$ cat src/rtl/utf8_missing_glyph_tracker_assert.svh
`ifndef UTF8_MISSING_GLYPH_TRACKER_ASSERT_SVH
`define UTF8_MISSING_GLYPH_TRACKER_ASSERT_SVH

// A property that must hold at every clock edge outside reset.
`define UMGT_ASSERT(name, expr, msg) \
    name: assert property (@(posedge clk) disable iff (!rst_n) (expr)) \
        else $error(msg);

// A condition that must be followed in the next cycle by a consequence.
`define UMGT_ASSERT_NEXT(name, cond, conseq, msg) \
    name: assert property (@(posedge clk) disable iff (!rst_n) (cond) |=> (conseq)) \
        else $error(msg);

`endif

$ cat src/rtl/umgt_pkg.sv
package umgt_pkg;

    // Field widths fixed by the item format.
    localparam int POINT_W    = 21;
    localparam int BASIC_W    = 16;
    localparam int WORD_IDX_W = 16;
    localparam int BIT_IDX_W  = 6;

    // Largest code point of the basic plane.
    localparam logic [POINT_W-1:0] BASIC_MAX = 21'h00FFFF;

    // Queue between the front and back ends.
    localparam int QUEUE_DEPTH = 8;
    localparam int QPTR_W      = $clog2(QUEUE_DEPTH);
    localparam int OCC_W       = $clog2(QUEUE_DEPTH + 1);

    // Action codes of an input item.
    localparam logic [1:0] ACT_TEXT  = 2'd0;
    localparam logic [1:0] ACT_HOOK  = 2'd1;
    localparam logic [1:0] ACT_CLEAR = 2'd2;

    typedef struct packed {
        logic [1:0]         action;
        logic [7:0]         byte0;
        logic [7:0]         byte1;
        logic [7:0]         byte2;
        logic [7:0]         byte3;
        logic [2:0]         bytes_left;
        logic               glyph_present;
        logic [POINT_W-1:0] reported_point;
    } umgt_item_t;

    typedef struct packed {
        logic [2:0]         bytes_consumed;
        logic [POINT_W-1:0] decoded_point;
        logic               newly_missing;
        logic [16:0]        distinct_missing;
        logic [31:0]        total_missing;
        logic [31:0]        non_basic_count;
    } umgt_result_t;

    // Work the back end does for one item.
    typedef enum logic [2:0] {
        OP_NONE,
        OP_CLEAR,
        OP_NON_BASIC,
        OP_TEXT_MARK,
        OP_HOOK_MARK
    } umgt_op_kind_t;

    typedef struct packed {
        umgt_op_kind_t         kind;
        logic                  glyph_present;
        logic [2:0]            bytes_consumed;
        logic [POINT_W-1:0]    point;
        logic [WORD_IDX_W-1:0] word_idx;
        logic [BIT_IDX_W-1:0]  bit_idx;
    } umgt_op_t;

    typedef struct packed {
        logic pop;
        logic init_sweep;
    } umgt_back_status_t;

    typedef enum logic [1:0] {
        ST_IDLE,
        ST_EXEC,
        ST_CLEAR
    } umgt_back_state_t;

endpackage

$ cat src/rtl/umgt_queue.sv
module umgt_queue (
    input  logic               clk,
    input  logic               rst_n,
    input  logic               push,
    input  umgt_pkg::umgt_op_t push_op,
    input  logic               pop,
    output logic               head_valid,
    output umgt_pkg::umgt_op_t head
);
    import umgt_pkg::*;

    `include "utf8_missing_glyph_tracker_assert.svh"

    umgt_op_t          entries [QUEUE_DEPTH];
    logic [QPTR_W-1:0] wr_ptr_reg, wr_ptr_next;
    logic [QPTR_W-1:0] rd_ptr_reg, rd_ptr_next;
    logic [OCC_W-1:0]  count_reg, count_next;
    logic              full;

    assign head_valid = (count_reg != '0);
    assign full       = (count_reg == OCC_W'(QUEUE_DEPTH));
    assign head       = entries[rd_ptr_reg];

    // Pointer and count update.
    always_comb
    begin
        wr_ptr_next = push ? wr_ptr_reg + 1'b1 : wr_ptr_reg;
        rd_ptr_next = pop ? rd_ptr_reg + 1'b1 : rd_ptr_reg;
        count_next  = count_reg + OCC_W'(push) - OCC_W'(pop);
    end

    always_ff @(posedge clk or negedge rst_n)
    begin
        if (!rst_n)
        begin
            wr_ptr_reg <= '0;
            rd_ptr_reg <= '0;
            count_reg  <= '0;
        end
        else
        begin
            wr_ptr_reg <= wr_ptr_next;
            rd_ptr_reg <= rd_ptr_next;
            count_reg  <= count_next;
        end
    end

    // Entry storage.
    always_ff @(posedge clk)
    begin
        if (push)
        begin
            entries[wr_ptr_reg] <= push_op;
        end
    end

    // The front end's slot reservation must keep the queue from overflowing.
    `UMGT_ASSERT(a_no_push_when_full, !(push && full && !pop), "queue overflow")
    `UMGT_ASSERT(a_no_pop_when_empty, !(pop && !head_valid), "queue underflow")
    `UMGT_ASSERT_NEXT(a_count_tracks, push && !pop && !full, count_reg == $past(count_reg) + 1'b1, "queue count did not advance on push")

endmodule

$ cat config.mk
export PLATFORM = sky130hd
export DESIGN_NAME = umgt_queue
export DESIGN_NICKNAME = d
export VERILOG_FILES = /design/src/rtl/umgt_pkg.sv /design/src/rtl/umgt_queue.sv
export VERILOG_INCLUDE_DIRS = /design/src /design/src/rtl
export SDC_FILE = /design/constraint.sdc
export NUM_CORES = 1
export LEC_CHECK = 0
export BUFFER_PORTS_ARGS = -buffer_cell sky130_fd_sc_hd__buf_2
export CORE_UTILIZATION = 50
export DETAILED_ROUTE_END_ITERATION = 10
export PLACE_DENSITY = 0.79
export SYNTH_ARGS = -nofsm -noshare
export SYNTH_HDL_FRONTEND = slang
export SYNTH_SLANG_ARGS = --single-unit
$ cat constraint.sdc
create_clock -name clk -period 6.1 [get_ports clk]
set_input_delay 0.305 -clock clk [delete_from_list [all_inputs] [get_ports clk]]
set_output_delay 0.305 -clock clk [all_outputs]
set_load 0.02 [all_outputs]
==> out/summary.txt <==
Core area - 0.0309 mm2
Seq cells post-synth - 410
Post-route DRC - 0
Mapped Nets - 692
Met1 GRT Util - 24.3%
Routed Wire Length - 28200 um
Final min period - 3.52 ns
Finish-stage setup viols - 0
Worst hold stages - 1
Routed vias - 6822
Cells along the critical path - buf_4 > mux4_1 > mux2_2 > buf_2
Final WS setup - 2.58 ns
Die height - 180 um
Cts bufs inserted - 40
Routability cong. - 0.677
Number of synthesized flops with an enable pin - 400
Total chip power - 8.70 mW
Maximum vdd drop - 0.000309 V
Htree depth - 2
Pwr Density - 480 mW/mm2
Fin crit share - 57.7%
Vias per inst - 5.72
Status - complete, no violations
R2R cell count - 3
Ys Warns - 0
Resized Gates After CTS - 0
Max cap viols - 0
Post-synth top cells - edfxtp_1 (400), mux4_1 (68), mux2_2 (52), mux4_2 (32)
Clock Latency Late Sink - 0.53 ns
Root buffer selected by CTS - clkbuf_16
Skew final - 0.0135 ns
Cell with the most instances after synthesis - edfxtp_1
Crit path max fanout - 46
Crit path launch type - flop
Mapped Area - 0.0158 mm2
Port Buffers - 104
Post-route antenna net violation count - 0
Die area - 0.0324 mm2
Max reg flops - 400
Crit. End Element - primary output
Achievable Freq - 0.284 GHz
Met3 GRT Util - 3.36%
Slowest-stage cell, CP - dfrtp_4
Initial antenna violation count - 2
CTS Hold Buffers Added - 1
Synthesis-to-layout area growth - 14.4%
Final slew viol count - 0
Gr ovfl total - 0
Pin count of the biggest net entering global routing - 68
HP Class - input port to flop
Synth area leader - edfxtp_1
P_leak - 6.13 nW
CTS tree - done
CTS max path bufs - 3
Syn avg cell area - 25.1 um2
Routed wire per std cell - 23.7 um
Netlist cell types - 22
Final hold vios - 0
CTS Sinks - 410
Global route hottest layer - met2
Synth area leaders - edfxtp_1 (76%), mux4_1 (11%), mux4_2 (4.5%), mux2_2 (3.7%), dfrtp_1 (1.6%)
Number of post-CTS setup repair buffers - 0
Max stage delay on crit path - 0.95 ns
Worst-Margin Slew - 0.904 ns
Post-synth ARST share - 2.44%
Die W - 180 um
Synth top area share - 75.8%
Nets - 825
Starting density of the core - 51.3%
Syn Inst Count - 630
Relative slew slack - 39.7%
DP Wirelength - 15300 um
Final TNS setup - 0 ns
RSZ-0062 raised after global routing - no
Setup slack at placement - 3.08 ns
Worst setup path class - flop to primary output
Iter 0 DRT Violations - 614
Clock slew seen by the registers of the worst setup and hold paths - 0.06 ns
GR Util met2 - 29.3%
Post-synthesis sequential area ratio - 77.4%
Critical Path RT - 5.79 ns
Io pins - 105
Num rows - 64
Worst EP arrival - 3.22 ns
Router iterations before antenna repair - 5
Total track usage - 17.7%
Global-route wire length before repair - 42600 um
Layout cells sized above 1 - 34.1%
Vias in the first global route - 7058
Top FF cell, synth - edfxtp_1
-- logic make-up after synthesis --
| kind of cell | after synthesis | synth area share, % |
|---|---|---|
| DFF | 410 | 77.4 |
| muxes | 152 | 19.5 |
| buffers and inverters | 36 | 1.53 |
| and+or+nand+nor | 16 | 0.450 |
| adders and majority gates | 8 | 0.679 |
| xor gates and xnor gates | 6 | 0.332 |
| AOI/OAI and AO/OA | 2 | 0.0790 |
-- metal layers --
metal  wire length [um]  part of all wire, %
met5                 13                0.046
met3               1460                  5.2
met2              14100                   50
met4                464                  1.6
met1              12100                   43
-- critical path, delay by kind of cell, from the launching register on --
kind	cells	cell delay (ns)
flip-flops	1	0.95
multiplexers	2	0.93
buffers and inverters	2	0.73
-- through the flow --
stage	instance area, um2	utilization (%)	hold slack, ns	cells
3_5_place_dp	16800	54.4	0.193	1116
4_1_cts	18100	58.6	0.0259	1191
5_1_grt	18100	58.6	0.0350	1191
3_3_place_gp	16800	54.4	0.188	1116
6_report	18100	58.6	0.0433	1193
2_1_floorplan	15800	-	0.00941	630
-- layout make-up --
| type | instances | area, um2 |
|---|---|---|
| fill | 2143 | 12800 |
| sequential | 410 | 12300 |
| multi-input combinational | 184 | 3390 |
| clock buffer | 49 | 1080 |
| timing repair buffer | 119 | 636 |
| tap | 396 | 495 |
| clock inverter | 25 | 211 |
| inverter | 8 | 30.0 |
| antenna | 2 | 5.00 |
-- final timing paths --
path                                      startpoint                   endpoint  slack [ns]
max                        rd_ptr_reg[0]$_DFFE_PN0P_                    head[0]        2.58
min                                      push_op[21]   entries[6][21]$_DFFE_PP_        0.04
max reg2reg                wr_ptr_reg[1]$_DFFE_PN0P_   entries[1][13]$_DFFE_PP_        3.71
max in group asynchronous                      rst_n  rd_ptr_reg[0]$_DFFE_PN0P_        5.68
min reg2reg                wr_ptr_reg[1]$_DFFE_PN0P_  wr_ptr_reg[1]$_DFFE_PN0P_        0.57
min in group asynchronous                      rst_n     count_reg[1]$_DFF_PN0_        0.19
-- cell usage in the layout (no fill, tap or decap), types with 2 or more instances in the layout --
cell type / n
edfxtp_1: 400
buf_2: 104
mux4_1: 68
mux2_2: 52
clkbuf_16: 42
mux4_2: 32
buf_4: 14
clkinv_1: 9
inv_1: 8
clkinv_2: 8
ha_1: 7
clkbuf_1: 7
dfrtp_1: 7
nor2_4: 6
nand2_1: 4
xnor2_1: 3
xor2_1: 3
nand2b_1: 3
clkinvlp_4: 3
bufinv_16: 3
diode_2: 2
nor3_2: 2
dfrtp_4: 2
-- where the power goes --
group	internal, mW	switching (mW)
logic	1.17	1.32
clock network	1.39	0.983
registers	3.55	0.286
total	6.11	2.59
Note: power is estimated with default switching activity, not from simulation.
