--- config.mk ---
export PLATFORM = sky130hd
export DESIGN_NAME = umgt_front
export DESIGN_NICKNAME = d
export VERILOG_FILES = /design/src/rtl/utf8_missing_glyph_tracker_assert.svh /design/src/rtl/umgt_pkg.sv /design/src/rtl/umgt_front.sv
export SDC_FILE = /design/constraint.sdc
export NUM_CORES = 1
export LEC_CHECK = 0
export ABC_AREA = 1
export BUFFER_PORTS_ARGS = -buffer_cell sky130_fd_sc_hd__buf_2
export CORE_MARGIN = 3
export CORE_UTILIZATION = 35
export DETAILED_ROUTE_END_ITERATION = 8
export GPL_TIMING_DRIVEN = 0
export PLACE_DENSITY_LB_ADDON = 0.12
export REMOVE_ABC_BUFFERS = 1
export SLEW_MARGIN = 10
export SYNTH_ARGS = -nofsm -noshare
export SYNTH_HDL_FRONTEND = slang
export SYNTH_SLANG_ARGS = --single-unit
export TNS_END_PERCENT = 1
--- constraint.sdc ---
create_clock -name clk -period 8 [get_ports clk]
set_input_delay 2 -clock clk [delete_from_list [all_inputs] [get_ports clk]]
set_output_delay 2 -clock clk [all_outputs]
set_load 0.01 [all_outputs]
--- src/rtl/utf8_missing_glyph_tracker_assert.svh ---
`ifndef UTF8_MISSING_GLYPH_TRACKER_ASSERT_SVH
`define UTF8_MISSING_GLYPH_TRACKER_ASSERT_SVH

// A property that must hold at every clock edge outside reset.
`define UMGT_ASSERT(name, expr, msg) \
    name: assert property (@(posedge clk) disable iff (!rst_n) (expr)) \
        else $error(msg);

// A condition that must be followed in the next cycle by a consequence.
`define UMGT_ASSERT_NEXT(name, cond, conseq, msg) \
    name: assert property (@(posedge clk) disable iff (!rst_n) (cond) |=> (conseq)) \
        else $error(msg);

`endif

--- src/rtl/umgt_pkg.sv ---
package umgt_pkg;

    // Field widths fixed by the item format.
    localparam int POINT_W    = 21;
    localparam int BASIC_W    = 16;
    localparam int WORD_IDX_W = 16;
    localparam int BIT_IDX_W  = 6;

    // Largest code point of the basic plane.
    localparam logic [POINT_W-1:0] BASIC_MAX = 21'h00FFFF;

    // Queue between the front and back ends.
    localparam int QUEUE_DEPTH = 8;
    localparam int QPTR_W      = $clog2(QUEUE_DEPTH);
    localparam int OCC_W       = $clog2(QUEUE_DEPTH + 1);

    // Action codes of an input item.
    localparam logic [1:0] ACT_TEXT  = 2'd0;
    localparam logic [1:0] ACT_HOOK  = 2'd1;
    localparam logic [1:0] ACT_CLEAR = 2'd2;

    typedef struct packed {
        logic [1:0]         action;
        logic [7:0]         byte0;
        logic [7:0]         byte1;
        logic [7:0]         byte2;
        logic [7:0]         byte3;
        logic [2:0]         bytes_left;
        logic               glyph_present;
        logic [POINT_W-1:0] reported_point;
    } umgt_item_t;

    typedef struct packed {
        logic [2:0]         bytes_consumed;
        logic [POINT_W-1:0] decoded_point;
        logic               newly_missing;
        logic [16:0]        distinct_missing;
        logic [31:0]        total_missing;
        logic [31:0]        non_basic_count;
    } umgt_result_t;

    // Work the back end does for one item.
    typedef enum logic [2:0] {
        OP_NONE,
        OP_CLEAR,
        OP_NON_BASIC,
        OP_TEXT_MARK,
        OP_HOOK_MARK
    } umgt_op_kind_t;

    typedef struct packed {
        umgt_op_kind_t         kind;
        logic                  glyph_present;
        logic [2:0]            bytes_consumed;
        logic [POINT_W-1:0]    point;
        logic [WORD_IDX_W-1:0] word_idx;
        logic [BIT_IDX_W-1:0]  bit_idx;
    } umgt_op_t;

    typedef struct packed {
        logic pop;
        logic init_sweep;
    } umgt_back_status_t;

    typedef enum logic [1:0] {
        ST_IDLE,
        ST_EXEC,
        ST_CLEAR
    } umgt_back_state_t;

endpackage

--- src/rtl/umgt_front.sv ---
module umgt_front #(
    parameter int TRACKED_POINTS = 65536,
    parameter int MAP_WORD_BITS  = 64
) (
    input  logic                       clk,
    input  logic                       rst_n,
    input  logic                       start,
    input  umgt_pkg::umgt_item_t       item,
    input  umgt_pkg::umgt_back_status_t back_status,
    output logic                       busy,
    output logic                       push,
    output umgt_pkg::umgt_op_t         push_op
);
    import umgt_pkg::*;

    // Reciprocals for the two divisions by constants (floor of 2^32 / d).
    localparam int RT_W = 33 - $clog2(TRACKED_POINTS);
    localparam int RW_W = 33 - $clog2(MAP_WORD_BITS);
    localparam logic [63:0] RECIP_T_FULL = 64'h1_0000_0000 / 64'(TRACKED_POINTS);
    localparam logic [63:0] RECIP_W_FULL = 64'h1_0000_0000 / 64'(MAP_WORD_BITS);
    localparam logic [RT_W-1:0] RECIP_T = RT_W'(RECIP_T_FULL);
    localparam logic [RW_W-1:0] RECIP_W = RW_W'(RECIP_W_FULL);
    localparam int P1_W = BASIC_W + RT_W;
    localparam int P2_W = BASIC_W + RW_W;

    logic               accept;
    logic [OCC_W-1:0]   occ_reg, occ_next;
    logic [2:0]         left;
    logic               c1_ok, c2_ok, c3_ok;
    logic [POINT_W-1:0] dec_point;
    logic [2:0]         dec_len;
    umgt_op_t           in_op;

    logic               s1_valid_reg, s2_valid_reg, s3_valid_reg, s4_valid_reg;
    umgt_op_t           s1_op_reg, s2_op_reg, s3_op_reg, s4_op_reg;
    logic [BASIC_W-1:0] s2_q1_reg, s3_p_reg, s4_p_reg, s4_q2_reg;
    logic [BASIC_W-1:0] q1_next, p_next, q2_next;
    logic [P1_W-1:0]    q1_prod;
    logic [P2_W-1:0]    q2_prod;
    logic [33:0]        qt_prod, r_full;
    logic [17:0]        r_part;
    logic [23:0]        wq_prod, b_full;
    logic [7:0]         b_part;
    logic [WORD_IDX_W-1:0] word_sel;

    // Items are accepted while a queue slot can be reserved and no reset sweep runs.
    assign busy   = (occ_reg == OCC_W'(QUEUE_DEPTH)) || back_status.init_sweep;
    assign accept = start && !busy;
    assign occ_next = occ_reg + OCC_W'(accept) - OCC_W'(back_status.pop);

    // UTF-8 decode of the byte window.
    always_comb
    begin
        left      = (item.bytes_left > 3'd4) ? 3'd4 : item.bytes_left;
        c1_ok     = (item.byte1[7:6] == 2'b10);
        c2_ok     = (item.byte2[7:6] == 2'b10);
        c3_ok     = (item.byte3[7:6] == 2'b10);
        dec_point = '0;
        dec_len   = 3'd1;
        if (!item.byte0[7])
        begin
            dec_point = {13'd0, item.byte0};
        end
        else if (item.byte0[7:5] == 3'b110)
        begin
            if (left >= 3'd2 && c1_ok)
            begin
                dec_point = {10'd0, item.byte0[4:0], item.byte1[5:0]};
                dec_len   = 3'd2;
            end
        end
        else if (item.byte0[7:4] == 4'b1110)
        begin
            if (left >= 3'd3 && c1_ok && c2_ok)
            begin
                dec_point = {5'd0, item.byte0[3:0], item.byte1[5:0], item.byte2[5:0]};
                dec_len   = 3'd3;
            end
        end
        else if (item.byte0[7:3] == 5'b11110)
        begin
            if (left == 3'd4 && c1_ok && c2_ok && c3_ok)
            begin
                dec_point = {item.byte0[2:0], item.byte1[5:0], item.byte2[5:0],
                             item.byte3[5:0]};
                dec_len   = 3'd4;
            end
        end
    end

    // Classify the item into the work the back end has to do.
    always_comb
    begin
        in_op = '0;
        in_op.glyph_present = item.glyph_present;
        case (item.action)
            ACT_TEXT:
            begin
                if (left != 3'd0)
                begin
                    in_op.bytes_consumed = dec_len;
                    in_op.point          = dec_point;
                    in_op.kind = (dec_point > BASIC_MAX) ? OP_NON_BASIC : OP_TEXT_MARK;
                end
            end
            ACT_HOOK:
            begin
                in_op.point = item.reported_point;
                in_op.kind  = (item.reported_point > BASIC_MAX) ? OP_NON_BASIC : OP_HOOK_MARK;
            end
            ACT_CLEAR:
            begin
                in_op.kind = OP_CLEAR;
            end
            default:
            begin
                in_op.kind = OP_NONE;
            end
        endcase
    end

    // Bitmap address: point modulo TRACKED_POINTS, then word and bit within word.
    always_comb
    begin
        q1_prod = P1_W'(s1_op_reg.point[BASIC_W-1:0]) * P1_W'(RECIP_T);
        q1_next = BASIC_W'(q1_prod >> 32);

        qt_prod = 34'(s2_q1_reg) * 34'(TRACKED_POINTS);
        r_full  = 34'(s2_op_reg.point[BASIC_W-1:0]) - qt_prod;
        r_part  = r_full[17:0];
        if (r_part >= 18'(TRACKED_POINTS))
        begin
            r_part = r_part - 18'(TRACKED_POINTS);
        end
        p_next = r_part[BASIC_W-1:0];

        q2_prod = P2_W'(s3_p_reg) * P2_W'(RECIP_W);
        q2_next = BASIC_W'(q2_prod >> 32);

        wq_prod  = 24'(s4_q2_reg) * 24'(MAP_WORD_BITS);
        b_full   = 24'(s4_p_reg) - wq_prod;
        b_part   = b_full[7:0];
        word_sel = WORD_IDX_W'(s4_q2_reg);
        if (b_part >= 8'(MAP_WORD_BITS))
        begin
            b_part   = b_part - 8'(MAP_WORD_BITS);
            word_sel = word_sel + 16'd1;
        end
    end

    // Queue write from the last stage.
    always_comb
    begin
        push_op          = s4_op_reg;
        push_op.word_idx = word_sel;
        push_op.bit_idx  = b_part[BIT_IDX_W-1:0];
    end
    assign push = s4_valid_reg;

    // Stage valid bits and slot count.
    always_ff @(posedge clk or negedge rst_n)
    begin
        if (!rst_n)
        begin
            occ_reg      <= '0;
            s1_valid_reg <= 1'b0;
            s2_valid_reg <= 1'b0;
            s3_valid_reg <= 1'b0;
            s4_valid_reg <= 1'b0;
        end
        else
        begin
            occ_reg      <= occ_next;
            s1_valid_reg <= accept;
            s2_valid_reg <= s1_valid_reg;
            s3_valid_reg <= s2_valid_reg;
            s4_valid_reg <= s3_valid_reg;
        end
    end

    // Stage payload.
    always_ff @(posedge clk)
    begin
        if (accept)
        begin
            s1_op_reg <= in_op;
        end
        s2_op_reg <= s1_op_reg;
        s2_q1_reg <= q1_next;
        s3_op_reg <= s2_op_reg;
        s3_p_reg  <= p_next;
        s4_op_reg <= s3_op_reg;
        s4_p_reg  <= s3_p_reg;
        s4_q2_reg <= q2_next;
    end

endmodule

==> results of run 1 <==
## worst min path at each step
stage | start | to | slack [ns] | cells after the start
finish | s2_op_reg[37] | s3_op_reg[37] | 0.32 | 0
global route | s2_op_reg[34] | s3_p_reg[12] | 0.32 | 0
detailed placement | s3_p_reg[10] | push_op[32] | 0.31 | 0
CTS | s2_op_reg[37] | s3_op_reg[37] | 0.32 | 0
floorplan | s3_p_reg[7] | push_op[29] | 0.31 | 0
global placement | s3_op_reg[39] | push_op[39] | 0.31 | 0
## cell type report
cell class,count,area (um^2)
clock buffers,24,578
clock inverters,8,66.3
multi-input cells,211,1010
flip-flops and latches,120,2720
fillers,1044,5770
well taps,140,175
inverters,36,135
repair buffers,110,573
## synth_stat cells
| cell | number | share of area |
|---|---|---|
| conb_1 | 1 | 0.00093 |
| nand2_1 | 92 | 0.086 |
| clkbuf_1 | 3 | 0.0028 |
| nor2_4 | 2 | 0.0056 |
| xnor2_1 | 1 | 0.0022 |
| inv_1 | 34 | 0.032 |
| dfrtp_1 | 8 | 0.050 |
| nand4_1 | 7 | 0.011 |
| buf_4 | 22 | 0.041 |
| dfxtp_1 | 84 | 0.42 |
| inv_2 | 2 | 0.0019 |
| nor3_1 | 1 | 0.0012 |
| edfxtp_1 | 28 | 0.21 |
| o31ai_1 | 1 | 0.0019 |
| a31o_2 | 1 | 0.0022 |
| fa_1 | 1 | 0.0050 |
| a21boi_2 | 1 | 0.0028 |
| nor2_2 | 4 | 0.0062 |
| buf_2 | 3 | 0.0037 |
| a21oi_1 | 5 | 0.0062 |
| nand3_1 | 50 | 0.062 |
| nor2_1 | 24 | 0.022 |
| nor4_1 | 1 | 0.0016 |
| ha_1 | 5 | 0.016 |
| nand2_2 | 1 | 0.0016 |
| o21ai_1 | 7 | 0.0087 |
| xor2_1 | 1 | 0.0022 |
## power groups by stage
stage | Clock [mW] | Sequential, mW | Combinational [mW]
2_1_floorplan | 0 | 0.710 | 0.0769
6_report | 0.780 | 0.690 | 0.151
3_3_place_gp | 0 | 0.703 | 0.139
4_1_cts | 0.799 | 0.691 | 0.153
3_5_place_dp | 0 | 0.704 | 0.153
5_1_grt | 0.828 | 0.696 | 0.170
## logic make-up (layout without fill, tap and decap cells)
| logic type | after synthesis | in the layout | synth area share |
|---|---|---|---|
| compound gates | 15 | 15 | 0.0217 |
| other cells | 1 | 6 | 0.000929 |
| buf+inv | 64 | 178 | 0.0809 |
| fa+ha+maj | 6 | 6 | 0.0205 |
| simple gates | 182 | 182 | 0.197 |
| xor+xnor | 2 | 2 | 0.00434 |
| flops | 120 | 120 | 0.675 |
## layer usage
layer  global-route usage  vias to the layer above
met1                0.183                     1295
met4               0.0785                        0
met2                0.206                      114
met3               0.0456                       12
li1                     -                     1453
met5                    0                        -
## worst max-delay path: stages
cell    delay (ns)
buf_2         0.10
a31o_2        0.23
buf_2         0.14
==> impl_metrics.py, run 1 <==
metrics = {
    "cts": {
        "root_buffer": "clkbuf_16",
        "clk_pin_slew_ns": 0.06,
        "cts_setup_buffers": 0,
        "clk_path_buf_depth": 2,
        "hold_buffers": 0,
        "clk-insertion-delay-late_ns": 0.41,
        "numClockSinks": 120,
        "cts.htree.levels": 4,
        "numCtsBuffers": 17,
        "cts_tree": "yes",
        "cts_resized": 0,
    },
    "worst_setup_path": {
        "reg2regPathDepth": 8,
        "arrival_ns": 2.48,
        "crit-reg2reg-launch": "occ_reg[2]",
        "critPathMaxFanout": 2,
        "endpoint": "busy",
        "critical_path_class": "input pin to output port",
        "reg2reg_slack_ns": 5.90,
        "startpoint": "back_status[0]",
        "startpoint_type": "input pin",
        "worstPathRequired_ns": 6.00,
        "r2r-end": "occ_reg[2]",
        "crit_path_end_kind": "output port",
    },
    "placement": {
        "placed_area_um2": 4620,
        "dp_slack_ns": 3.52,
        "place_congestion": 0.799,
        "placed_cells": 617,
        "dp_hpwl_um": 6180,
        "io_buffers": 109,
    },
    "synthesis": {
        "ys_seq_area_frac": 0.675,
        "ys_ff_latch": 120,
        "synth_cells": 390,
        "syn_area_um2": 4040,
        "yosys.cell_types.count": 27,
        "syn_avg_cell_area_um2": 10.3,
        "ys_warn_count": 0,
    },
    "die": {
        "initial_core_util": 0.366,
        "die_x_um": 113,
        "core_um2": 11000,
        "num_rows": 38,
        "pin_count": 116,
        "die_y_um": 113,
        "dieArea_um2": 12900,
    },
    "timing": {
        "finalSetupTns_ns": 0,
        "hold_slack_ns": 0.320,
        "rsz0062_at_grt": "no",
        "slew_headroom": 0.275,
        "period_share": 0.560,
        "worst_slack_ns": 3.52,
        "period_needed_ns": 4.48,
        "setup_viol": 0,
        "slew_violations": 0,
        "finClkSkew_ns": 0.0104,
        "finalHoldViolations": 0,
        "fmaxAchievable_ghz": 0.223,
        "worst_pin_slew_ns": 1.08,
    },
    "route": {
        "drt_iter0_markers": 89,
        "drt-pass1-iter-count": 4,
        "drc": 0,
        "via_per_inst": 4.43,
        "drtAntennaViolNets": 0,
        "routedWlPerCell_um": 13.2,
        "wl_met1_um": 3950,
        "num_vias": 2874,
        "dr_wl_met3_um": 580,
        "wl_met2_um": 3890,
        "highest_layer": "met4",
        "routed_wl_um": 8590,
    },
    "global_route": {
        "grt_pass1_wl_um": 13500,
        "grt-ovfl-total": 0,
        "grtUsageTotal": 0.140,
        "grt_max_degree": 24,
        "antenna_found_initial": 0,
        "grt_pass1_vias": 2771,
    },
    "pwr": {
        "switching_share": 0.230,
        "p_clk_frac": 0.481,
        "powerDensity_nw_per_um2": 308,
        "p_sw_mw": 0.372,
        "p_leak_nw": 2.50,
        "irDropWorstVdd_uv": 153,
        "p_int_mw": 1.25,
        "seqPwrFrac": 0.426,
        "power.total_mw": 1.62,
        "power_frac_comb": 0.093,
    },
    "finish": {
        "final_layout_size_suffix_gt1_frac": 0.305,
        "layout_commonest_cell": "buf_2",
        "nets": 566,
        "diodes": 0,
        "final_area_um2": 5270,
        "fin_util": 0.477,
        "syn2layout_area_growth_pct": 30.5,
        "finalNonFillerCells": 649,
        "layout_common_cells": "109 x buf_2, 92 x nand2_1, 84 x dfxtp_1",
    },
    "outcome": {
        "status": "complete, no violations",
    },
    "flow_run": {
        "cap_violations": 0,
    },
    "worst_hold_path": {
        "holdCritPathClass": "flip-flop to flip-flop",
    },
}
Power figures use the tool's default switching activity.
==> run 2, diff against run 1 <==
--- a/config.mk
+++ b/config.mk
@@ -5,7 +5,7 @@
 export SDC_FILE = /design/constraint.sdc
 export NUM_CORES = 1
 export LEC_CHECK = 0
-export ABC_AREA = 1
+export ABC_AREA = 0
 export BUFFER_PORTS_ARGS = -buffer_cell sky130_fd_sc_hd__buf_2
 export CORE_MARGIN = 3
 export CORE_UTILIZATION = 35
==> constraint.sdc (replaced) <==
create_clock -name clk -period 3.98 [get_ports clk]
set_input_delay 0.995 -clock clk [delete_from_list [all_inputs] [get_ports clk]]
set_output_delay 0.995 -clock clk [all_outputs]
set_load 0.01 [all_outputs]
==> run 2 against run 1 <==
Clock-buffer cell count is 5 lower. Setup slack got worse by 2.0 ns. First-iteration DRC count rose by 25%. Synthesized cell count fell by 26%. Flip-flop and latch count unchanged. Clock skew is 0.0036 ns lower. Cell count decreased by 17%. Largest power group unchanged.
==> impl_metrics.py, run 2 <==
metrics = {
    "pwr": {
        "powerDensity_nw_per_um2": 621,
        "p_leak_nw": 2.20,
        "irDropWorstVdd_uv": 316,
    },
    "timing": {
        "rsz0062_at_grt": "no",
        "hold_slack_ns": 0.322,
        "period_needed_ns": 2.48,
        "slew_headroom": 0.315,
        "finalHoldViolations": 0,
        "setup_viol": 0,
        "period_share": 0.623,
        "slew_violations": 0,
        "finalSetupTns_ns": 0,
        "finClkSkew_ns": 0.00681,
        "worst_pin_slew_ns": 1.02,
        "fmaxAchievable_ghz": 0.403,
    },
    "synthesis": {
        "yosys.cell_types.count": 48,
        "ys_async_sr_fraction": 0.0667,
        "syn_area_um2": 3830,
        "ys_ff_latch": 120,
        "synth.area.top_cells": "dfxtp_1 44%, edfxtp_1 22%, dfrtp_1 5.2%",
        "synth_commonest_cells": "84 x dfxtp_1, 28 x edfxtp_1, 23 x buf_4, 18 x inv_1, 18 x nand2_1",
        "synth-edff-count": 28,
        "synth_cells": 288,
        "ys.flop_type": "dfxtp_1",
        "ys_warn_count": 0,
        "yosys.area.top_type": "dfxtp_1",
        "syn_avg_cell_area_um2": 13.3,
        "ys_seq_area_frac": 0.710,
        "synth_top_area_frac": 0.439,
        "synthMostInstantiatedCell": "dfxtp_1",
    },
    "placement": {
        "io_buffers": 109,
        "dp_hpwl_um": 5830,
        "place_congestion": 0.752,
        "placed_area_um2": 4400,
        "placed_cells": 509,
    },
    "flow_run": {
        "cap_violations": 0,
    },
    "cts": {
        "numCtsBuffers": 17,
        "root_buffer": "clkbuf_8",
        "clk_path_buf_depth": 2,
        "clk_pin_slew_ns": 0.06,
        "cts_tree": "yes",
        "cts_resized": 0,
        "clk-insertion-delay-late_ns": 0.50,
        "hold_buffers": 0,
        "cts.htree.levels": 4,
        "cts_setup_buffers": 0,
        "numClockSinks": 120,
    },
    "worst_setup_path": {
        "worstPathCellList": "inv_1, ha_1, a31o_2, buf_2",
        "crit_family": "flip-flops",
        "critical_path_class": "flip-flop to output port",
        "critPathBufInv": 2,
        "arrival_ns": 1.49,
        "startpoint": "occ_reg[2]",
        "critical_path.slowest_cell": "dfrtp_1",
        "critPathMaxFanout": 2,
        "crit_path_end_kind": "output port",
        "crit-reg2reg-launch": "occ_reg[2]",
        "worstPathRequired_ns": 2.98,
        "startpoint_type": "flip-flop",
        "critPathMaxStageDelay_ns": 0.32,
    },
    "route": {
        "drc": 0,
        "drtAntennaViolNets": 0,
        "num_vias": 2484,
        "via_per_inst": 4.59,
        "drt_iter0_markers": 111,
        "drt-pass1-iter-count": 5,
        "routedWlPerCell_um": 14.9,
        "routed_wl_um": 8040,
    },
    "die": {
        "core_um2": 10500,
        "die_y_um": 111,
        "dieArea_um2": 12200,
        "num_rows": 37,
        "pin_count": 116,
        "die_x_um": 111,
        "initial_core_util": 0.365,
    },
    "global_route": {
        "grt_pass1_wl_um": 12800,
        "grt_max_degree": 20,
        "grt-ovfl-total": 0,
        "grtUsageTotal": 0.136,
        "grt_pass1_vias": 2470,
        "antenna_found_initial": 0,
    },
    "finish": {
        "multi_input_area_um2": 866,
        "finalNonFillerCells": 541,
        "syn2layout_area_growth_pct": 29.4,
        "layout_commonest_cell": "buf_2",
        "nets": 462,
        "num-fill-cells": 968,
        "final_area_um2": 4960,
        "layout_common_cells": "109 x buf_2, 84 x dfxtp_1, 28 x edfxtp_1",
        "fin_util": 0.472,
        "diodes": 0,
        "final_layout_size_suffix_gt1_frac": 0.368,
        "regArea_um2": 2720,
    },
    "worst_hold_path": {
        "holdCritPathClass": "input pin to asynchronous set/reset pin",
    },
    "outcome": {
        "status": "complete, no violations",
    },
}
[run 2: changes by cell type in the layout (fill, tap and decap cells not counted), sizes merged, moves of 7 or more]
cell	before	now
inv	39	27
nor2	30	5
nand3	50	2
a221oi	0	7
nand2	93	18
o21ai	7	21
[run 2: routing by layer]
layer | vias up | track usage | share of wire
met5 | - | 0 | 0
met2 | 108 | 0.201 | 0.45
met1 | 1153 | 0.179 | 0.46
met4 | 0 | 0.0534 | 0.017
li1 | 1213 | - | -
met3 | 10 | 0.0542 | 0.069
[run 2: report_power, final]
part	switching (mW)	total (mW)	leakage (nW)	internal [mW]
clock	0.567	1.40	0.282	0.834
sequential	0.0284	1.39	1.08	1.36
combinational	0.160	0.290	0.842	0.130
[run 2: area by class of cell]
type                    instances  share of cell area
clock buffers                  19              0.0914
clock inverters                13              0.0212
inverters                      18              0.0136
multi-input cells             125               0.175
flip-flops and latches        120               0.549
well taps                     136              0.0343
repair buffers                110               0.116
[run 2: worst paths after layout]
| kind | end | slack, ns | cells after the start |
|---|---|---|---|
| min | occ_reg[1] | 0.32 | 1 |
| max reg2reg | occ_reg[2] | 1.82 | 8 |
| min in group clk | s3_op_reg[47] | 0.32 | 0 |
| max | busy | 1.50 | 4 |
| min reg2reg | s3_op_reg[47] | 0.32 | 0 |
| max in group asynchronous | s3_valid_reg | 3.49 | 1 |
[run 2: stage by stage]
stage,setup WS (ns),total power [mW]
after global placement,-0.380,1.69
after CTS,1.46,3.12
after floorplan,0.469,1.58
final,1.50,3.08
after detailed placement,1.05,1.71
after global routing,1.42,3.23
[run 2: logic make-up (layout without fill, tap and decap cells)]
kind of cell    after synthesis  after routing  synth area share
other cells                   1              6          0.000978
flops                       120            120             0.710
xor+xnor                      2              2           0.00457
simple gates                 49             49            0.0826
compound gates               62             62             0.109
fa+ha+maj                     6              6            0.0215
buf+inv                      48            160            0.0705
==> run 3, diff against run 2 <==
==> constraint.sdc (replaced) <==
create_clock -name clk -period 2.3 [get_ports clk]
set_input_delay 0.575 -clock clk [delete_from_list [all_inputs] [get_ports clk]]
set_output_delay 0.575 -clock clk [all_outputs]
set_load 0.01 [all_outputs]
==> run 3 against run 2 <==
Cell count increased by 0.55%. Clock-buffer cell count is the same. Register-to-register slack lost 1.3 ns. Via count increased by 1.6%. Power rose by 73%. Sequential power up 73%. Non-clock buffer count is 3 higher. Clock skew is essentially flat. Largest cell class unchanged. First-iteration DRC count grew 25%. Largest power group unchanged. Setup slack got worse by 1.3 ns.
==> impl_metrics.py, run 3 (synthesis gave the netlist of run 2 again) <==
metrics = {
    "worst_setup_path": {
        "crit_path_end_kind": "output port",
        "critPathBufInv": 2,
        "critical_path.slowest_cell": "dfrtp_1",
        "startpoint_type": "flip-flop",
        "reg2regPathDepth": 8,
        "worstPathRequired_ns": 1.73,
        "critical_path_class": "flip-flop to output port",
        "crit_family": "flip-flops",
        "crit-reg2reg-launch": "occ_reg[2]",
        "r2r-end": "occ_reg[2]",
        "critPathMaxStageDelay_ns": 0.32,
        "worstPathCellList": "inv_1, ha_1, a31o_2, buf_2",
        "reg2reg_slack_ns": 0.48,
        "arrival_ns": 1.49,
        "critPathMaxFanout": 2,
    },
    "flow_run": {
        "cap_violations": 0,
    },
    "route": {
        "via_per_inst": 4.64,
        "routed_wl_um": 8070,
        "drt-pass1-iter-count": 4,
        "drtAntennaViolNets": 0,
        "routedWlPerCell_um": 14.8,
        "drc": 0,
        "num_vias": 2523,
        "drt_iter0_markers": 139,
    },
    "finish": {
        "multi_input_area_um2": 866,
        "finalNonFillerCells": 544,
        "regArea_um2": 2720,
        "syn2layout_area_growth_pct": 30.0,
        "nets": 465,
        "num-fill-cells": 964,
        "layout_common_cells": "109 x buf_2, 84 x dfxtp_1, 28 x edfxtp_1",
        "final_layout_size_suffix_gt1_frac": 0.370,
        "layout_commonest_cell": "buf_2",
        "diodes": 0,
        "fin_util": 0.474,
    },
    "worst_hold_path": {
        "hp-start": "item[21]",
        "holdCritPathClass": "input pin to flip-flop",
        "min_path_cells": 1,
        "whs_endpoint": "s1_op_reg[46]",
    },
    "global_route": {
        "grtUsageTotal": 0.136,
        "grt-ovfl-total": 0,
        "grt_pass1_wl_um": 12800,
        "grt_max_degree": 20,
        "grt_pass1_vias": 2470,
        "antenna_found_initial": 0,
    },
    "die": {
        "initial_core_util": 0.365,
        "pin_count": 116,
        "num_rows": 37,
        "dieArea_um2": 12200,
        "core_um2": 10500,
        "die_x_um": 111,
        "die_y_um": 111,
    },
    "timing": {
        "fmaxAchievable_ghz": 0.485,
        "finClkSkew_ns": 0.00656,
        "rsz0062_at_grt": "no",
        "slew_headroom": 0.304,
        "setup_viol": 0,
        "finalSetupTns_ns": 0,
        "finalHoldViolations": 0,
        "period_needed_ns": 2.06,
        "period_share": 0.896,
        "worst_slack_ns": 0.239,
        "slew_violations": 0,
        "worst_pin_slew_ns": 1.04,
    },
    "pwr": {
        "p_leak_nw": 2.22,
        "irDropWorstVdd_uv": 546,
        "powerDensity_nw_per_um2": 1070,
        "power.total_mw": 5.34,
    },
    "placement": {
        "io_buffers": 109,
        "dp_slack_ns": -0.212,
        "dp_hpwl_um": 5830,
        "place_congestion": 0.752,
        "placed_cells": 509,
    },
    "cts": {
        "numClockSinks": 120,
        "clk-insertion-delay-late_ns": 0.50,
        "clk_path_buf_depth": 2,
        "cts_tree": "yes",
        "clk_pin_slew_ns": 0.06,
        "cts_resized": 0,
        "root_buffer": "clkbuf_8",
        "cts.htree.levels": 4,
        "numCtsBuffers": 17,
    },
    "outcome": {
        "status": "complete, no violations",
    },
}
[run 3: cell types whose count changed in the layout (fill, tap and decap cells not counted), sizes merged]
cell / delta
dlygate4sd3: +1
buf: +2
[run 3: metrics by stage]
step | hold WS [ns] | cell area, um^2
finish | 0.253 | 4980
global route | 0.222 | 4980
CTS | 0.229 | 4970
detailed placement | 0.312 | 4400
global placement | 0.310 | 4360
floorplan | 0.279 | 3650
[run 3: metal layers]
layer  up-vias  GRT usage  wire length, um
met1      1184      0.179             3760
met2       108      0.201             3630
li1       1219          -                -
met4         0     0.0534              140
met3        12     0.0542              540
met5         -          0                0
[run 3: worst max-delay path by stage]
stage	from	end	depth (start not counted)
6_report	occ_reg[2]	busy	4
5_1_grt	occ_reg[2]	busy	4
2_1_floorplan	back_status[0]	occ_reg[2]	6
4_1_cts	occ_reg[2]	occ_reg[2]	8
3_5_place_dp	item[56]	s1_op_reg[30]	5
3_3_place_gp	back_status[0]	occ_reg[2]	7
[run 3: where the power goes]
part | total (mW) | internal [mW] | switching [mW]
logic | 0.510 | 0.232 | 0.279
registers | 2.40 | 2.35 | 0.0492
clock network | 2.43 | 1.44 | 0.984
[run 3: area by class of cell]
cell class / count / share of cell area
clock inverter: 13 / 0.0211
sequential: 120 / 0.546
inverter: 18 / 0.0136
tap: 136 / 0.0342
timing repair buffer: 113 / 0.120
clock buffer: 19 / 0.0909
multi-input combinational: 125 / 0.174
[run 3: repair_timing]
| item | CTS | global route |
|---|---|---|
| setup endpoints to repair | 0 | 2 |
| hold buffers | 1 | 0 |
| hold endpoints to repair | 8 | 0 |
| buffers inserted | 0 | 2 |
